[config.mk]
export PLATFORM = sky130hd
export DESIGN_NAME = circular_double_ended_queue
export DESIGN_NICKNAME = d
export VERILOG_FILES = /design/src/rtl/core/cdeq_pkg.sv /design/src/rtl/core/cdeq_ctrl.sv /design/src/rtl/core/cdeq_dp.sv /design/src/rtl/core/circular_double_ended_queue.sv
export SDC_FILE = /design/constraint.sdc
export NUM_CORES = 1
export LEC_CHECK = 0
export BUFFER_PORTS_ARGS = -buffer_cell sky130_fd_sc_hd__clkbuf_2
export CAP_MARGIN = 20
export CORE_MARGIN = 2
export CORE_UTILIZATION = 50
export DETAILED_ROUTE_END_ITERATION = 10
export PLACE_DENSITY = 0.68
export SYNTH_ARGS = -nofsm -noshare
export SYNTH_HDL_FRONTEND = slang
export SYNTH_SLANG_ARGS = --single-unit
[constraint.sdc]
create_clock -name i_clk -period 9.24 [get_ports i_clk]
set_input_delay 1.386 -clock i_clk [delete_from_list [all_inputs] [get_ports i_clk]]
set_output_delay 1.386 -clock i_clk [all_outputs]
set_load 0.005 [all_outputs]
[src/rtl/core/cdeq_pkg.sv]
// Types, constants and widths shared by the deque modules.
package cdeq_pkg;

    localparam int DEF_CAPACITY = 8;

    localparam int DATA_W     = 32;
    localparam int MODE_W     = 2;
    localparam int STATUS_W   = 2;
    localparam int OCC_W      = 4;
    localparam int OUT_DATA_W = 40;   // pop_value + occupancy, padded to bytes

    typedef enum logic [MODE_W-1:0] {
        MODE_PUSH_BACK  = 2'd0,
        MODE_PUSH_FRONT = 2'd1,
        MODE_POP_FRONT  = 2'd2,
        MODE_POP_BACK   = 2'd3
    } t_mode;

    typedef enum logic [STATUS_W-1:0] {
        STAT_DONE      = 2'd0,
        STAT_OVERFLOW  = 2'd1,
        STAT_UNDERFLOW = 2'd2
    } t_status;

    typedef enum logic {
        ST_IDLE = 1'b0,
        ST_RESP = 1'b1
    } t_state;

    // controller -> datapath
    typedef struct packed {
        logic exec;     // apply the accepted transaction this cycle
    } t_dp_cmd;

endpackage

[src/rtl/core/cdeq_ctrl.sv]
// Handshake controller: accepts a transaction, then holds the result until taken.
module cdeq_ctrl (
    input  logic              i_clk,
    input  logic              i_rst_n,
    input  logic              i_in_valid,
    input  logic              i_out_ready,
    output logic              o_in_ready,
    output logic              o_out_valid,
    output cdeq_pkg::t_dp_cmd o_cmd
);
    import cdeq_pkg::*;

    t_state r_state;
    t_state n_state;

    always_ff @(posedge i_clk) begin
        if (!i_rst_n) begin
            r_state <= ST_IDLE;
        end else begin
            r_state <= n_state;
        end
    end

    always_comb begin
        n_state = r_state;
        case (r_state)
            ST_IDLE: begin
                if (i_in_valid) begin
                    n_state = ST_RESP;
                end
            end
            ST_RESP: begin
                if (i_out_ready) begin
                    n_state = ST_IDLE;
                end
            end
            default: begin
                n_state = ST_IDLE;
            end
        endcase
    end

    always_comb begin
        o_in_ready  = 1'b0;
        o_out_valid = 1'b0;
        o_cmd.exec  = 1'b0;
        case (r_state)
            ST_IDLE: begin
                o_in_ready = 1'b1;
                o_cmd.exec = i_in_valid;
            end
            ST_RESP: begin
                o_out_valid = 1'b1;
            end
            default: begin
                o_in_ready = 1'b0;
            end
        endcase
    end

endmodule

[src/rtl/core/cdeq_dp.sv]
// Deque datapath: circular store, front/back indices, count and result registers.
module cdeq_dp #(
    parameter int CAPACITY = cdeq_pkg::DEF_CAPACITY
) (
    input  logic                          i_clk,
    input  logic                          i_rst_n,
    input  cdeq_pkg::t_dp_cmd             i_cmd,
    input  cdeq_pkg::t_mode               i_mode,
    input  logic [cdeq_pkg::DATA_W-1:0]   i_push_value,
    output cdeq_pkg::t_status             o_status,
    output logic [cdeq_pkg::DATA_W-1:0]   o_pop_value,
    output logic [cdeq_pkg::OCC_W-1:0]    o_occupancy
);
    import cdeq_pkg::*;

    localparam int IDX_W = $clog2(CAPACITY);
    localparam int CNT_W = $clog2(CAPACITY + 1);
    localparam logic [IDX_W-1:0] LAST_IDX = IDX_W'(CAPACITY - 1);

    logic [DATA_W-1:0] r_mem [CAPACITY];

    logic [IDX_W-1:0] r_front, n_front;
    logic [IDX_W-1:0] r_back,  n_back;
    logic [CNT_W-1:0] r_count, n_count;

    t_status           r_status, n_status;
    logic              r_pop_ok, n_pop_ok;
    logic [DATA_W-1:0] r_rd_data;

    logic [IDX_W-1:0] front_up, front_dn, back_up, back_dn;
    logic [IDX_W-1:0] addr;
    logic             wr_en;
    logic             full, empty;
    logic [CNT_W+OCC_W-1:0] count_ext;

    assign front_up = (r_front == LAST_IDX) ? '0 : r_front + 1'b1;
    assign front_dn = (r_front == '0) ? LAST_IDX : r_front - 1'b1;
    assign back_up  = (r_back == LAST_IDX) ? '0 : r_back + 1'b1;
    assign back_dn  = (r_back == '0) ? LAST_IDX : r_back - 1'b1;

    assign full  = (r_count == CNT_W'(CAPACITY));
    assign empty = (r_count == '0);

    always_comb begin
        n_front  = r_front;
        n_back   = r_back;
        n_count  = r_count;
        n_status = STAT_DONE;
        n_pop_ok = 1'b0;
        addr     = r_back;
        wr_en    = 1'b0;
        case (i_mode)
            MODE_PUSH_BACK: begin
                addr = r_back;
                if (full) begin
                    n_status = STAT_OVERFLOW;
                end else begin
                    wr_en   = 1'b1;
                    n_back  = back_up;
                    n_count = r_count + 1'b1;
                end
            end
            MODE_PUSH_FRONT: begin
                addr = front_dn;
                if (full) begin
                    n_status = STAT_OVERFLOW;
                end else begin
                    wr_en   = 1'b1;
                    n_front = front_dn;
                    n_count = r_count + 1'b1;
                end
            end
            MODE_POP_FRONT: begin
                addr = r_front;
                if (empty) begin
                    n_status = STAT_UNDERFLOW;
                end else begin
                    n_pop_ok = 1'b1;
                    n_front  = front_up;
                    n_count  = r_count - 1'b1;
                end
            end
            MODE_POP_BACK: begin
                addr = back_dn;
                if (empty) begin
                    n_status = STAT_UNDERFLOW;
                end else begin
                    n_pop_ok = 1'b1;
                    n_back   = back_dn;
                    n_count  = r_count - 1'b1;
                end
            end
            default: begin
                n_status = STAT_DONE;
            end
        endcase
    end

    always_ff @(posedge i_clk) begin
        if (!i_rst_n) begin
            r_front <= '0;
            r_back  <= '0;
            r_count <= '0;
        end else if (i_cmd.exec) begin
            r_front <= n_front;
            r_back  <= n_back;
            r_count <= n_count;
        end
    end

    // result payload, no reset needed
    always_ff @(posedge i_clk) begin
        if (i_cmd.exec) begin
            r_status <= n_status;
            r_pop_ok <= n_pop_ok;
        end
    end

    always_ff @(posedge i_clk) begin
        if (i_cmd.exec && wr_en) begin
            r_mem[addr] <= i_push_value;
        end
    end

    always_ff @(posedge i_clk) begin
        if (i_cmd.exec) begin
            r_rd_data <= r_mem[addr];
        end
    end

    assign count_ext   = {{OCC_W{1'b0}}, r_count};
    assign o_status    = r_status;
    assign o_pop_value = r_pop_ok ? r_rd_data : '0;
    assign o_occupancy = count_ext[OCC_W-1:0];

endmodule

[src/rtl/core/circular_double_ended_queue.sv]
// Top level of the circular double-ended queue.
//
// Usage:
//   Input stream (s_axis_*): one transaction per operation. s_axis_tuser carries
//   the mode (push back, push front, pop front, pop back), s_axis_tdata the
//   32-bit value stored by a push (ignored on pops).
//   Output stream (m_axis_*): exactly one transaction per input transaction.
//   m_axis_tuser carries the status (done, overflow, underflow); m_axis_tdata
//   carries the popped value (zero unless a pop succeeded) and the occupancy
//   after the operation (held count, low 4 bits).
// Latency: the result is valid the cycle after the input is accepted.
// Flow: one transaction is in flight at a time, and s_axis_tready is low
//   from acceptance until the result is taken.
// Reset (i_rst_n low, synchronous): the queue empties, both indices return to
//   slot 0 and any pending result is dropped. Store contents are not cleared.
// Receiver stall: with m_axis_tready low the result and its payload hold, and
//   no new operation is taken until the result is delivered.
module circular_double_ended_queue #(
    parameter int CAPACITY = cdeq_pkg::DEF_CAPACITY
) (
    input  logic                              i_clk,
    input  logic                              i_rst_n,
    // input stream
    input  logic                              s_axis_tvalid,
    output logic                              s_axis_tready,
    input  logic [cdeq_pkg::DATA_W-1:0]       s_axis_tdata,  // [31:0] push_value
    input  logic [cdeq_pkg::MODE_W-1:0]       s_axis_tuser,  // [1:0] mode
    // result stream
    output logic                              m_axis_tvalid,
    input  logic                              m_axis_tready,
    output logic [cdeq_pkg::OUT_DATA_W-1:0]   m_axis_tdata,  // [31:0] pop_value,
                                                             // [35:32] occupancy,
                                                             // [39:36] zero
    output logic [cdeq_pkg::STATUS_W-1:0]     m_axis_tuser   // [1:0] status
);
    import cdeq_pkg::*;

    t_dp_cmd           cmd;
    t_status           status;
    logic [DATA_W-1:0] pop_value;
    logic [OCC_W-1:0]  occupancy;

    // controller: transaction sequencing only
    cdeq_ctrl u_ctrl (
        .i_clk       (i_clk),
        .i_rst_n     (i_rst_n),
        .i_in_valid  (s_axis_tvalid),
        .i_out_ready (m_axis_tready),
        .o_in_ready  (s_axis_tready),
        .o_out_valid (m_axis_tvalid),
        .o_cmd       (cmd)
    );

    // datapath: store, indices, count and registered result
    cdeq_dp #(
        .CAPACITY (CAPACITY)
    ) u_dp (
        .i_clk        (i_clk),
        .i_rst_n      (i_rst_n),
        .i_cmd        (cmd),
        .i_mode       (t_mode'(s_axis_tuser)),
        .i_push_value (s_axis_tdata),
        .o_status     (status),
        .o_pop_value  (pop_value),
        .o_occupancy  (occupancy)
    );

    assign m_axis_tdata = {{(OUT_DATA_W - DATA_W - OCC_W){1'b0}}, occupancy, pop_value};
    assign m_axis_tuser = status;

endmodule

==> out/results.txt, run 1 <==
For this run, the post-layout net count is 904. The minimum setup slack in the final design was 4.86 ns. The clock edge transition at the registers on the reported setup and hold paths came out at 0.06 ns.

Row generation in the floorplan step produced 58 rows. In this run the cell area measured after placement is 13400 sq um. The worst hold path belongs to the class flip-flop to flip-flop. The switching part of the total is 0.230. The capturing element type of the critical path was a flip-flop. The worst setup path is of the primary input to flip-flop kind.

For the number of buffers added by the clock tree synthesis step, the log shows 31. In the routed design, unresolved DRC markers number 0. Setup violations remaining at the end of the flow were counted as 0. Summed over all failing endpoints, the final setup total negative slack is 0 ns. For the pin with the worst max-slew slack, the measured transition is 1.06 ns.

The area share of the largest cell type after synthesis was 0.692; the iteration count of the initial detailed-routing pass was 6. The longest individual stage delay on the worst path works out to 0.55 ns. The run finished with clean final reports.

In this run the power density over the cells is 225 nW/um^2. The part of the Yosys area used for sequential elements came out at 0.709. The run gives 6986 as the via count of the first global-routing pass. The main flop type after synthesis was sky130_fd_sc_hd__edfxtp_1. The floorplan step set the die width to 163 um.

The data arrival time at the worst-slack endpoint is 4.55 ns, and the iteration-0 DRC count of the detailed router is 600. The routed layout has 6926 vias. At the end of routability-driven placement, the weighted congestion stood at 0.789.

In this run the critical register-to-register path is launched from u_dp.r_front[0]$_SDFFE_PN0P_. The cell at the slowest stage of the critical path was sky130_fd_sc_hd__nand2_1. The run gives 0.488 as the sequential share of power. The most numerous cell on the critical path was sky130_fd_sc_hd__buf_4.

The die covers 26500 sq um. The number of buffer and inverter instances along the worst setup path was 5. Synthesis instantiated 43 different standard cells from the library. The floorplan step defined a core boundary enclosing 25000 sq um. After detailed routing, the average wire length per cell comes to 20.8 um. The die is 163 um tall. The number of max-slew violations in the final report came out at 0.

The worst hold path begins at u_dp.r_front[1]$_SDFFE_PN0P_. The clock period could shrink to 4.38 ns. For this design the static power due to leakage is 4.96 nW. Detailed placer's ending HPWL: 15.1 mm.

The post-synthesis register bit count was 302; the number of gates given a new drive strength after cts was 0. The logs give 1908 for the fill cell total of the finished layout and 82 for the top-level I/O count. The worst slew margin relative to its limit was 0.291. The run gives 0.389 as the share of total power in the clock network. The count of buffers added on input and output ports is 77. The starting density of the core was 0.506. The synthesized design contains 291 enable-type register cells. Share of layout cells above drive strength 1: 0.253. Among cell families on the critical path, the largest total delay comes from buffers and inverters. Hold repair after CTS inserted 0 buffers. Setup repair after global routing left no endpoint under its margin. The multi-input combinational cells in the finished layout cover a total of 3400 sq um.

The worst slack at placement was 4.29 ns; the sequential cell area in the final layout was 8960 sq um. The share of the clock period used by the worst path was 0.474. The design draws 3.25 mW.

Of all nets on the critical path, the largest fanout is 39. The switching power total was 0.748 mW; the internal cell power was 2.50 mW. The first global-routing pass estimated 38.4 mm of wire. The post-synthesis cell count came out at 771.

The routed wire length is 25.1 mm, and the area overhead of the layout relative to synthesis is 14.4%. The tools report the source-to-sink clock delay at the later pin of the worst-skew pair as 0.55 ns. The tools report the initial antenna violation count as 0. The startpoint type of the worst setup path is a primary input. The worst-case IR drop observed on VDD is 0.180 mV.

The total global routing overflow was 0; the warning count from the yosys run was 0. CTS saw 302 sinks. The portion of total power attributed to combinational logic came out at 0.123. Leaving out fill and tap cells, the most frequent cell in the layout is sky130_fd_sc_hd__edfxtp_1. TritonCTS built the clock tree.

The H-tree depth is 1. The signal on the critical path passes through clkbuf_2 -> ha_1 -> inv_1 -> a21oi_1 -> o21a_1 -> buf_4 -> nand2_1 -> buf_4 -> nor3_2 -> buf_4. The detail-routed via count per cell works out to 5.74.

In the layout the commonest cells are sky130_fd_sc_hd__edfxtp_1, sky130_fd_sc_hd__a211oi_1, sky130_fd_sc_hd__clkbuf_2. The cell area after layout is 14500 sq um. The tools report the buffer cell driving the clock tree root as sky130_fd_sc_hd__clkbuf_16. The number of nets with antenna violations after detailed routing was 0; the summed instance area of the synthesized netlist was 12600 sq um. The run gives 0.0170 ns as the setup skew after layout. At the worst endpoint, the required time is 9.42 ns. The synthesized design spends more area on one cell type than any other, namely sky130_fd_sc_hd__edfxtp_1. Max-cap violations in this run came to 0. The highest clock rate is 229 MHz, and the async set-reset flop share out of synthesis is 0. Mean cell area of the mapped netlist: 16.4 sq um.

The run gives 0.188 as the overall track demand over capacity in global routing. By area the synthesized netlist is led by sky130_fd_sc_hd__edfxtp_1, sky130_fd_sc_hd__a211oi_1, sky130_fd_sc_hd__mux2i_1. Entering global routing, the biggest net connects 72 pins.

Buffers added to address setup during post-CTS repair amount to 0. The clock tree buffer depth was 3. The most critical setup path has its startpoint at s_axis_tuser[1].

Final number of hold-violating endpoints: 0.
==> worst register-to-register path: stages, from the launching register on <==
cell,delay (ns)
sky130_fd_sc_hd__dfxtp_1,0.44
sky130_fd_sc_hd__inv_1,0.07
sky130_fd_sc_hd__ha_1,0.20
sky130_fd_sc_hd__ha_1,0.30
sky130_fd_sc_hd__nor2b_1,0.07
sky130_fd_sc_hd__nor4_1,0.55
sky130_fd_sc_hd__nor2_4,0.26
sky130_fd_sc_hd__buf_4,0.32
sky130_fd_sc_hd__or3_1,0.47
sky130_fd_sc_hd__nor2_4,0.48
sky130_fd_sc_hd__buf_4,0.41
==> metal layers <==
metal  wire length (um)  vias to the layer above  global-route usage
met3               1410                       48              0.0341
met1              10500                     3450               0.242
met4                505                        0              0.0543
met5                  0                        -                   0
li1                   -                     3218                   -
met2              12700                      210               0.327
==> cell families (layout without fill, tap and decap cells) <==
group / after synthesis / count (layout) / synth area share
adders and majority gates: 15 / 15 / 0.0155
and+or+nand+nor: 127 / 127 / 0.0541
AOI/OAI and AO/OA: 161 / 161 / 0.112
xor gates and xnor gates: 5 / 5 / 0.00347
buffers and inverters: 66 / 168 / 0.0277
other: 1 / 5 / 0.000297
DFF: 302 / 302 / 0.709
muxes: 94 / 94 / 0.0775
==> worst paths after layout <==
| check | depth (start not counted) | end | slack (ns) |
|---|---|---|---|
| worst max-delay path | 10 | u_dp.r_mem[5][23]$_DFFE_PP_ | 4.86 |
| worst min-delay path | 2 | u_dp.r_front[1]$_SDFFE_PN0P_ | 0.51 |
| worst max register to register | 10 | u_dp.r_mem[2][26]$_DFFE_PP_ | 5.36 |
| worst min register to register | 2 | u_dp.r_front[1]$_SDFFE_PN0P_ | 0.51 |
==> registers in the layout, indices dropped and copies added (netlist names) <==
| name | count |
|---|---|
| u_dp.o_occupancy | 4 |
| u_ctrl.r_state | 1 |
| u_dp.r_front | 3 |
| u_dp.o_status | 2 |
| u_dp.r_mem | 256 |
| u_dp.r_back | 3 |
| u_dp.r_rd_data | 32 |
| u_dp.r_pop_ok | 1 |
==> through the flow <==
stage                     hold slack (ns)   util  std cells
after floorplan                     0.471      -        774
after detailed placement            0.504  0.536       1148
final                               0.510  0.579       1207
after CTS                           0.516  0.579       1206
after global routing                0.539  0.579       1206
after global placement              0.494  0.534       1146
==> final cells by class <==
class / count / share of cell area
Inverter: 15 / 0.00390
Tap cell: 330 / 0.0286
Timing Repair Buffer: 95 / 0.0388
Multi-Input combinational cell: 406 / 0.235
Clock inverter: 24 / 0.0189
Sequential cell: 302 / 0.620
Clock buffer: 34 / 0.0545
Antenna cell: 1 / 0.000173
==> power groups by stage <==
stage / clock network [mW] / registers [mW] / logic (mW)
CTS: 1.29 / 1.59 / 0.402
finish: 1.26 / 1.59 / 0.399
floorplan: 0 / 1.60 / 0.289
global placement: 0 / 1.61 / 0.390
global route: 1.34 / 1.59 / 0.434
detailed placement: 0 / 1.61 / 0.400
==> Yosys cell counts, types with 2 or more instances <==
library cell and number:
sky130_fd_sc_hd__nor3_1 7, sky130_fd_sc_hd__or2_2 2, sky130_fd_sc_hd__o211ai_1 2, sky130_fd_sc_hd__and2_1 64
sky130_fd_sc_hd__nor2b_1 2, sky130_fd_sc_hd__a21o_1 2, sky130_fd_sc_hd__buf_4 7, sky130_fd_sc_hd__o211a_1 2
sky130_fd_sc_hd__buf_6 9, sky130_fd_sc_hd__dfxtp_1 11, sky130_fd_sc_hd__edfxtp_1 291, sky130_fd_sc_hd__a21oi_1 12
sky130_fd_sc_hd__nor2_1 16, sky130_fd_sc_hd__o21ai_0 6, sky130_fd_sc_hd__mux2_2 30, sky130_fd_sc_hd__or3_1 4
sky130_fd_sc_hd__nand3_1 2, sky130_fd_sc_hd__inv_1 15, sky130_fd_sc_hd__xnor2_1 4, sky130_fd_sc_hd__clkbuf_1 27
sky130_fd_sc_hd__ha_1 14, sky130_fd_sc_hd__buf_2 7, sky130_fd_sc_hd__nand2b_1 4, sky130_fd_sc_hd__o22ai_1 3
sky130_fd_sc_hd__a211oi_1 93, sky130_fd_sc_hd__mux2i_1 64, sky130_fd_sc_hd__o221a_2 3, sky130_fd_sc_hd__a2111oi_2 30
sky130_fd_sc_hd__nand2_1 24
Note: power is estimated with default switching activity, not from simulation.
==> inputs of run 2 (changes only) <==
- ABC_AREA: default -> 1
- PLACE_DENSITY: 0.68 -> 0.7
- clock period: 9.24 -> 3.86 ns (I/O delays scaled with it)
==> out/results.txt, run 2 <==
Setup repair after global routing left no endpoint under its margin. The logs give 28.0 mm for the routed wire length and 82 for the top-level I/O count. For the summed instance area of the synthesized netlist, the log shows 13600 sq um. The share of layout cells above drive strength 1 is 0.116.

The total overflow left after global routing is 0. The clock edge transition at the registers on the reported setup and hold paths is 0.06 ns. The most frequent cell after synthesis is sky130_fd_sc_hd__nand2_1. The critical register-to-register path startpoint is u_dp.r_front[0]$_SDFFE_PN0P_. The logs give 0.356 ns for the final worst hold slack and 616 for the iteration-0 DRC count of the detailed router. Power spread over the standard cell area amounts to 503 nW/um^2. The highest net fanout along the worst path came out at 32. The path with the worst hold slack has its endpoint at u_dp.r_mem[0][13]$_DFFE_PP_.

By area the synthesized netlist is led by sky130_fd_sc_hd__edfxtp_1, sky130_fd_sc_hd__nand2_1, sky130_fd_sc_hd__inv_1. The post-layout utilization of the core was 0.573; the total of max-cap violations was 0. The number of flip-flops in the largest register came out at 256. TritonCTS built the clock tree. The final number of hold-violating endpoints is 0.

The slew at the pin closest to its max-slew limit is 1.05 ns. Part of the Yosys area used for sequential elements: 0.658. The worst slew margin relative to its limit was 0.300.

The tools report the launch point of the critical path as u_dp.r_front[0]$_SDFFE_PN0P_. The run gives 28600 sq um as the floorplan die area. Synthesis produced a netlist whose cell count is 1289.

At the worst endpoint, the required time is 4.24 ns. The share of the clock period used by the worst path was 0.738. The clock drives 302 sinks. Setup violations remaining at the end of the flow were counted as 0.

In the layout the commonest cells are sky130_fd_sc_hd__nand2_1, sky130_fd_sc_hd__edfxtp_1, sky130_fd_sc_hd__inv_1. Entering global routing, the biggest net connects 129 pins. The number of hold buffers added after CTS was 0.

For the overall track demand over capacity in global routing, the log shows 0.201. Once the clock tree was built, the setup fixing pass inserted 0 buffers. The flow ran to the end, and the final reports show no timing, DRC or antenna violations.

The worst reg2reg path depth is 15. From left edge to right edge, the die measures 169 um. The number of buffers added by the clock tree synthesis step is 34, and the worst slack at placement is 0.706 ns. Total power for the finished layout comes to 7.76 mW. In this run the most critical hold path is launched from s_axis_tdata[13].

Across the routed clock network, the largest skew measured is 0.00674 ns. The source-to-sink clock delay at the later pin of the worst-skew pair is 0.50 ns, and the number of input and output port buffers inserted is 77. The endpoint identified for the worst register-to-register timing path is u_dp.r_rd_data[29]$_DFFE_PP_. The detail route stage leaves a number of antenna-violating nets equal to 0. The global-route met1 utilization is 0.256. The cell count after placement was 1666. Capturing element type of the critical path: a flip-flop. The class of the worst hold path is primary input to flip-flop. The worst voltage drop across the vdd grid was 0.367 mV.

The region available for standard cell placement spans 26900 sq um. In this run the vertical extent of the chip is 169 um. Yosys printed 0 warnings. In the routed design, unresolved DRC markers number 0. Clock tree synthesis selected as its root buffer the cell sky130_fd_sc_hd__clkbuf_16. The run gives 0.773 as the weighted congestion reported at the end of routability-driven placement. Sorting the synthesized cells by how often they occur yields sky130_fd_sc_hd__nand2_1, sky130_fd_sc_hd__edfxtp_1, sky130_fd_sc_hd__inv_1. The biggest area contributor in the post-synthesis netlist is sky130_fd_sc_hd__edfxtp_1. The type of the worst setup path is flip-flop to flip-flop. The placed instances occupy a cell area of 14400 sq um. For the number of max-slew violations in the final report, the log shows 0.

The floorplan row count was 60. Fill cells in the final layout number 2185. For the initial antenna violation count, the log shows 2. The detailed placer's ending HPWL came out at 15.7 mm. The highest clock rate was 351 MHz.

Across all register-to-register paths, the minimum setup slack is 1.01 ns. The minimum setup slack in the final design was 1.01 ns; the number of gates given a new drive strength after cts was 0. Main flop type after synthesis: sky130_fd_sc_hd__edfxtp_1. The run gives 0.507 as the starting density of the core. The async set-reset flop share out of synthesis works out to 0.

The total negative setup slack is 0 ns. CTS built an H-tree with a depth of 2. The net count of the finished layout is 1414. The mean cell area of the mapped netlist is 10.6 sq um. The number of cells on the worst hold path was 1. The run gives 8472 as the via count of the first global-routing pass. Leaving out fill and tap cells, the most frequent cell in the layout is sky130_fd_sc_hd__nand2_1.

Relative to the synthesized area, the layout overhead comes to 13.2%. The first global-routing pass estimated 44.7 mm of wire. The run gives 0.0318 as the met3 global-route usage. The total leakage power is 6.71 nW, and the data arrival time at the worst-slack endpoint is 3.23 ns.

In the final routed layout, each cell accounts on average for 16.2 um. The detail-routed via count per cell came out at 5.06. For the met2 usage in global routing, the log shows 0.352.

Once layout is complete, the cells apart from fillers number 1727. For this run, the detailed router's first-pass iteration total came to 5. For the cell area after layout, the log shows 15400 sq um. Counting along the longest clock path gives a buffer depth of 3. The shortest period the worst path allows came out at 2.85 ns. The number of different library cells used by synthesis comes to 29. The layer flagged by global routing as most heavily used is met2. The area share of the largest cell type after synthesis works out to 0.642. The final route contains 8740 vias. In this run, synthesis produced a sequential element count of 302. The synthesized design contains 291 enable-type register cells. The top register by number of flip-flops is u_dp.r_mem.

The worst setup path is launched from a flip-flop.
[run 2: cell count changes after synthesis, sizes merged, moves of 31 or more]
cell,before,now
mux2i,64,0
inv,15,267
and2,64,0
nand3b,0,96
a2111oi,31,0
nand3,2,164
a211oi,93,0
nand2,24,304
[run 2: critical path, cell delays in order (launching register included)]
cell and delay (ns):
sky130_fd_sc_hd__dfxtp_1 0.40, sky130_fd_sc_hd__inv_1 0.08, sky130_fd_sc_hd__ha_1 0.20, sky130_fd_sc_hd__ha_1 0.30
sky130_fd_sc_hd__inv_1 0.04, sky130_fd_sc_hd__nand2_1 0.05, sky130_fd_sc_hd__nand2_1 0.05, sky130_fd_sc_hd__nor2_1 0.11
sky130_fd_sc_hd__nand2_1 0.08, sky130_fd_sc_hd__nand2_2 0.14, sky130_fd_sc_hd__nand2_1 0.18, sky130_fd_sc_hd__inv_2 0.64
sky130_fd_sc_hd__nand3_1 0.23, sky130_fd_sc_hd__nand2_1 0.12, sky130_fd_sc_hd__inv_1 0.04, sky130_fd_sc_hd__nand2_1 0.05
[run 2: final cells by class]
| class | count | area (sq um) | area share |
|---|---|---|---|
| Tap cell | 341 | 427 | 0.0277 |
| Inverter | 286 | 1070 | 0.0697 |
| Timing Repair Buffer | 96 | 616 | 0.0400 |
| Clock inverter | 12 | 82.6 | 0.00536 |
| Sequential cell | 302 | 8960 | 0.581 |
| Clock buffer | 48 | 967 | 0.0628 |
| Multi-Input combinational cell | 641 | 3280 | 0.213 |
| Antenna cell | 1 | 2.50 | 0.000162 |
[run 2: logic make-up after synthesis]
family | synth area share
AND/OR/NAND/NOR | 0.208
buffers and inverters | 0.108
flip-flops | 0.658
AO/OA/AOI/OAI | 0.00983
adder cells (fa/ha/maj) | 0.0143
XOR/XNOR | 0.00193
other | 0.000275
[run 2: how the worst max path moves through the flow]
stage	to	cells past startpoint
3_3_place_gp	u_dp.r_mem[5][8]$_DFFE_PP_	8
6_report	u_dp.r_rd_data[29]$_DFFE_PP_	15
3_5_place_dp	u_dp.r_rd_data[31]$_DFFE_PP_	13
4_1_cts	u_dp.r_rd_data[29]$_DFFE_PP_	15
5_1_grt	u_dp.r_rd_data[31]$_DFFE_PP_	15
2_1_floorplan	u_dp.r_mem[4][0]$_DFFE_PP_	12
[run 2: metal layers]
layer	vias up	routed length, um
li1	4292	-
met1	4149	11800
met4	2	770
met2	245	13900
met5	-	12
met3	52	1590
[run 2: power by group]
part           leakage (nW)  switching (mW)  internal [mW]  total, mW
sequential             2.74          0.0485           3.75       3.80
clock                 0.505            1.21           1.81       3.02
combinational          3.47           0.651          0.288      0.939
==> inputs of run 3 (changes only) <==
- clock period: 3.86 -> 2.5 ns (I/O delays scaled with it)
==> out/results.txt, run 3 (synthesis gave the netlist of run 2 again) <==
The largest single stage delay on the critical path is 0.36 ns. Shortest period the worst path allows: 2.37 ns. The weighted congestion reported at the end of routability-driven placement was 0.792; the x dimension of the die was 169 um. The tools report the detailed-route via count as 8787. Starting density of the core: 0.507.

The instance area at placement came out at 14700 sq um. After detailed routing, the number of remaining DRC violations is 0. For this design the ratio of total power to cell area is 767 nW/um^2. The share of the clock period used by the worst path came out at 0.948. The signal on the critical path passes through inv_1 -> ha_1 -> ha_1 -> inv_2 -> nand2_1 -> a21oi_1 -> nand2_4 -> nand2_8 -> nand2_4 -> nor2_4 -> buf_12.

The floorplan die area is 28600 sq um. From synthesis to final layout, the design area changed by 16.2%. Top-level I/O count: 82.

The floorplan has 60 rows. The number of flip-flops in the largest register was 256. The run gives 15800 sq um as the cell area after layout.

The core region is 26900 sq um. Clock-pin slew was measured on the worst setup and hold paths at 0.06 ns. The number of antenna diodes in the final layout is 0. Class of the worst hold path: primary input to flip-flop. The via count of the first global-routing pass was 8620.

The routed design has 28.6 mm of wire. Dividing the detail-routed via count by the number of cells gives 5.03. In this run, the number of DRC markers left after iteration 0 of detailed routing was 635. The H-tree depth was 1.

For the data arrival time at the worst-slack endpoint, the log shows 2.64 ns. The top cell types in the final layout, fill and taps aside, are sky130_fd_sc_hd__nand2_1, sky130_fd_sc_hd__edfxtp_1, sky130_fd_sc_hd__inv_1. Slew at the pin closest to its max-slew limit: 0.515 ns.

Among all stages on the critical path, the largest delay is contributed by sky130_fd_sc_hd__dfxtp_2. TritonCTS built the clock tree. For the worst slew margin relative to its limit, the log shows 0.657. Global routing finished with a remaining overflow of 0.

The top register by number of flip-flops is u_dp.r_mem. The buffer cell driving the clock tree root is sky130_fd_sc_hd__clkbuf_16. The final-report setup violation count is 0. IR analysis of the VDD net gives a maximum drop of 0.544 mV.

For this run, the post-layout net count is 1433. The iteration count of the initial detailed-routing pass came out at 5. The tree built by TritonCTS fans out to 302 sinks. The most common cell after layout, fill and taps aside was sky130_fd_sc_hd__nand2_1. Initial antenna violation count: 1. For the number of max-slew violations in the final report, the log shows 0. Setup repair after global routing could not meet its margin everywhere. Dividing the detail-routed wire length by the instance count gives 16.4 um. The setup skew after layout came out at 0.00707 ns. The first global-routing pass estimated 45.8 mm of wire.

The count of buffers added on input and output ports is 77. The clock tree buffer depth was 3. The final number of hold-violating endpoints was 0; the detailed placer's ending HPWL was 16.6 mm.

The total of max-cap violations is 0. Final worst hold slack: 0.0957 ns. The type of the worst setup path is flip-flop to flip-flop. The share of layout cells above drive strength 1 was 0.140; the highest clock rate was 422 MHz. The logs give 0.204 for the overall track demand over capacity in global routing and 81 for the pin count of the biggest net entering global routing. Data on the critical path is required at its endpoint by 2.77 ns.

Capturing element type of the critical path: a flip-flop. From bottom edge to top edge, the die measures 169 um. The run finished with clean final reports. Once detail routing completed, the nets flagged for antenna violations numbered 0. The run gives 0.56 ns as the source-to-sink clock delay at the later pin of the worst-skew pair. The startpoint type of the worst setup path was a flip-flop. In this run the static leakage power is 6.90 nW. The highest net fanout along the worst path was 13; the number of buffers added by the clock tree synthesis step was 31.
==> run 3: cell count changes in the layout (fill, tap and decap cells not counted), sizes merged <==
cell	previous run	this run
clkinvlp	2	3
clkbuf	125	115
diode	1	0
bufinv	1	5
clkinv	29	32
buf	19	40
inv	266	267
==> run 3: final timing paths <==
kind / cells past startpoint / slack (ns) / start / endpoint
hold / removal: 1 / 0.1 / s_axis_tdata[22] / u_dp.r_mem[5][22]$_DFFE_PP_
setup / recovery: 11 / 0.13 / u_dp.r_front[0]$_SDFFE_PN0P_ / u_dp.r_mem[2][26]$_DFFE_PP_
setup reg to reg: 11 / 0.13 / u_dp.r_front[0]$_SDFFE_PN0P_ / u_dp.r_mem[2][26]$_DFFE_PP_
hold reg to reg: 2 / 0.52 / u_dp.r_front[0]$_SDFFE_PN0P_ / u_dp.r_front[0]$_SDFFE_PN0P_
==> run 3: layout make-up <==
type | count | area, sq um
inverter | 286 | 1070
tap | 341 | 427
clock inverter | 21 | 241
multi-input combinational | 641 | 3320
clock buffer | 37 | 798
sequential | 302 | 8960
timing repair buffer | 118 | 997
fill | 2190 | 11100
==> run 3: stage by stage <==
| stage | worst slack [ns] | cells | total power [mW] | util | setup TNS (ns) |
|---|---|---|---|---|---|
| after floorplan | -0.000101 | 1292 | 6.99 | - | -0.00323 |
| after global placement | 0.0673 | 1686 | 7.50 | 0.548 | 0 |
| after detailed placement | 0.0427 | 1686 | 7.53 | 0.548 | 0 |
| after CTS | 0.0429 | 1744 | 12.2 | 0.586 | 0 |
| after global routing | -0.0104 | 1746 | 12.7 | 0.589 | -0.128 |
| final | 0.130 | 1746 | 12.1 | 0.589 | 0 |
==> run 3: metal layers <==
layer / vias to the layer above / track usage / wire [um]
met5: - / 0 / 16
met4: 2 / 0.0687 / 669
met3: 50 / 0.0302 / 1450
met2: 217 / 0.348 / 13800
met1: 4177 / 0.272 / 12700
li1: 4341 / - / -
==> run 3: critical path: cells and delay by family, from the launching register on <==
kind / cells / cell delay, ns
flops: 1 / 0.36
buf+inv: 3 / 0.35
compound gates: 1 / 0.25
simple gates: 5 / 0.70
fa+ha+maj: 2 / 0.39
==> run 3: what timing repair did <==
item,4_1_cts,5_1_grt
endpoints found under the setup margin,0,63
setup buffers,0,1
gates resized for setup,0,6
hold buffers,0,0
==> run 3: where the power goes <==
| group | internal (mW) | switching (mW) |
|---|---|---|
| registers | 5.78 | 0.0645 |
| logic | 0.548 | 1.05 |
| clock network | 2.79 | 1.90 |
| total | 9.12 | 3.02 |
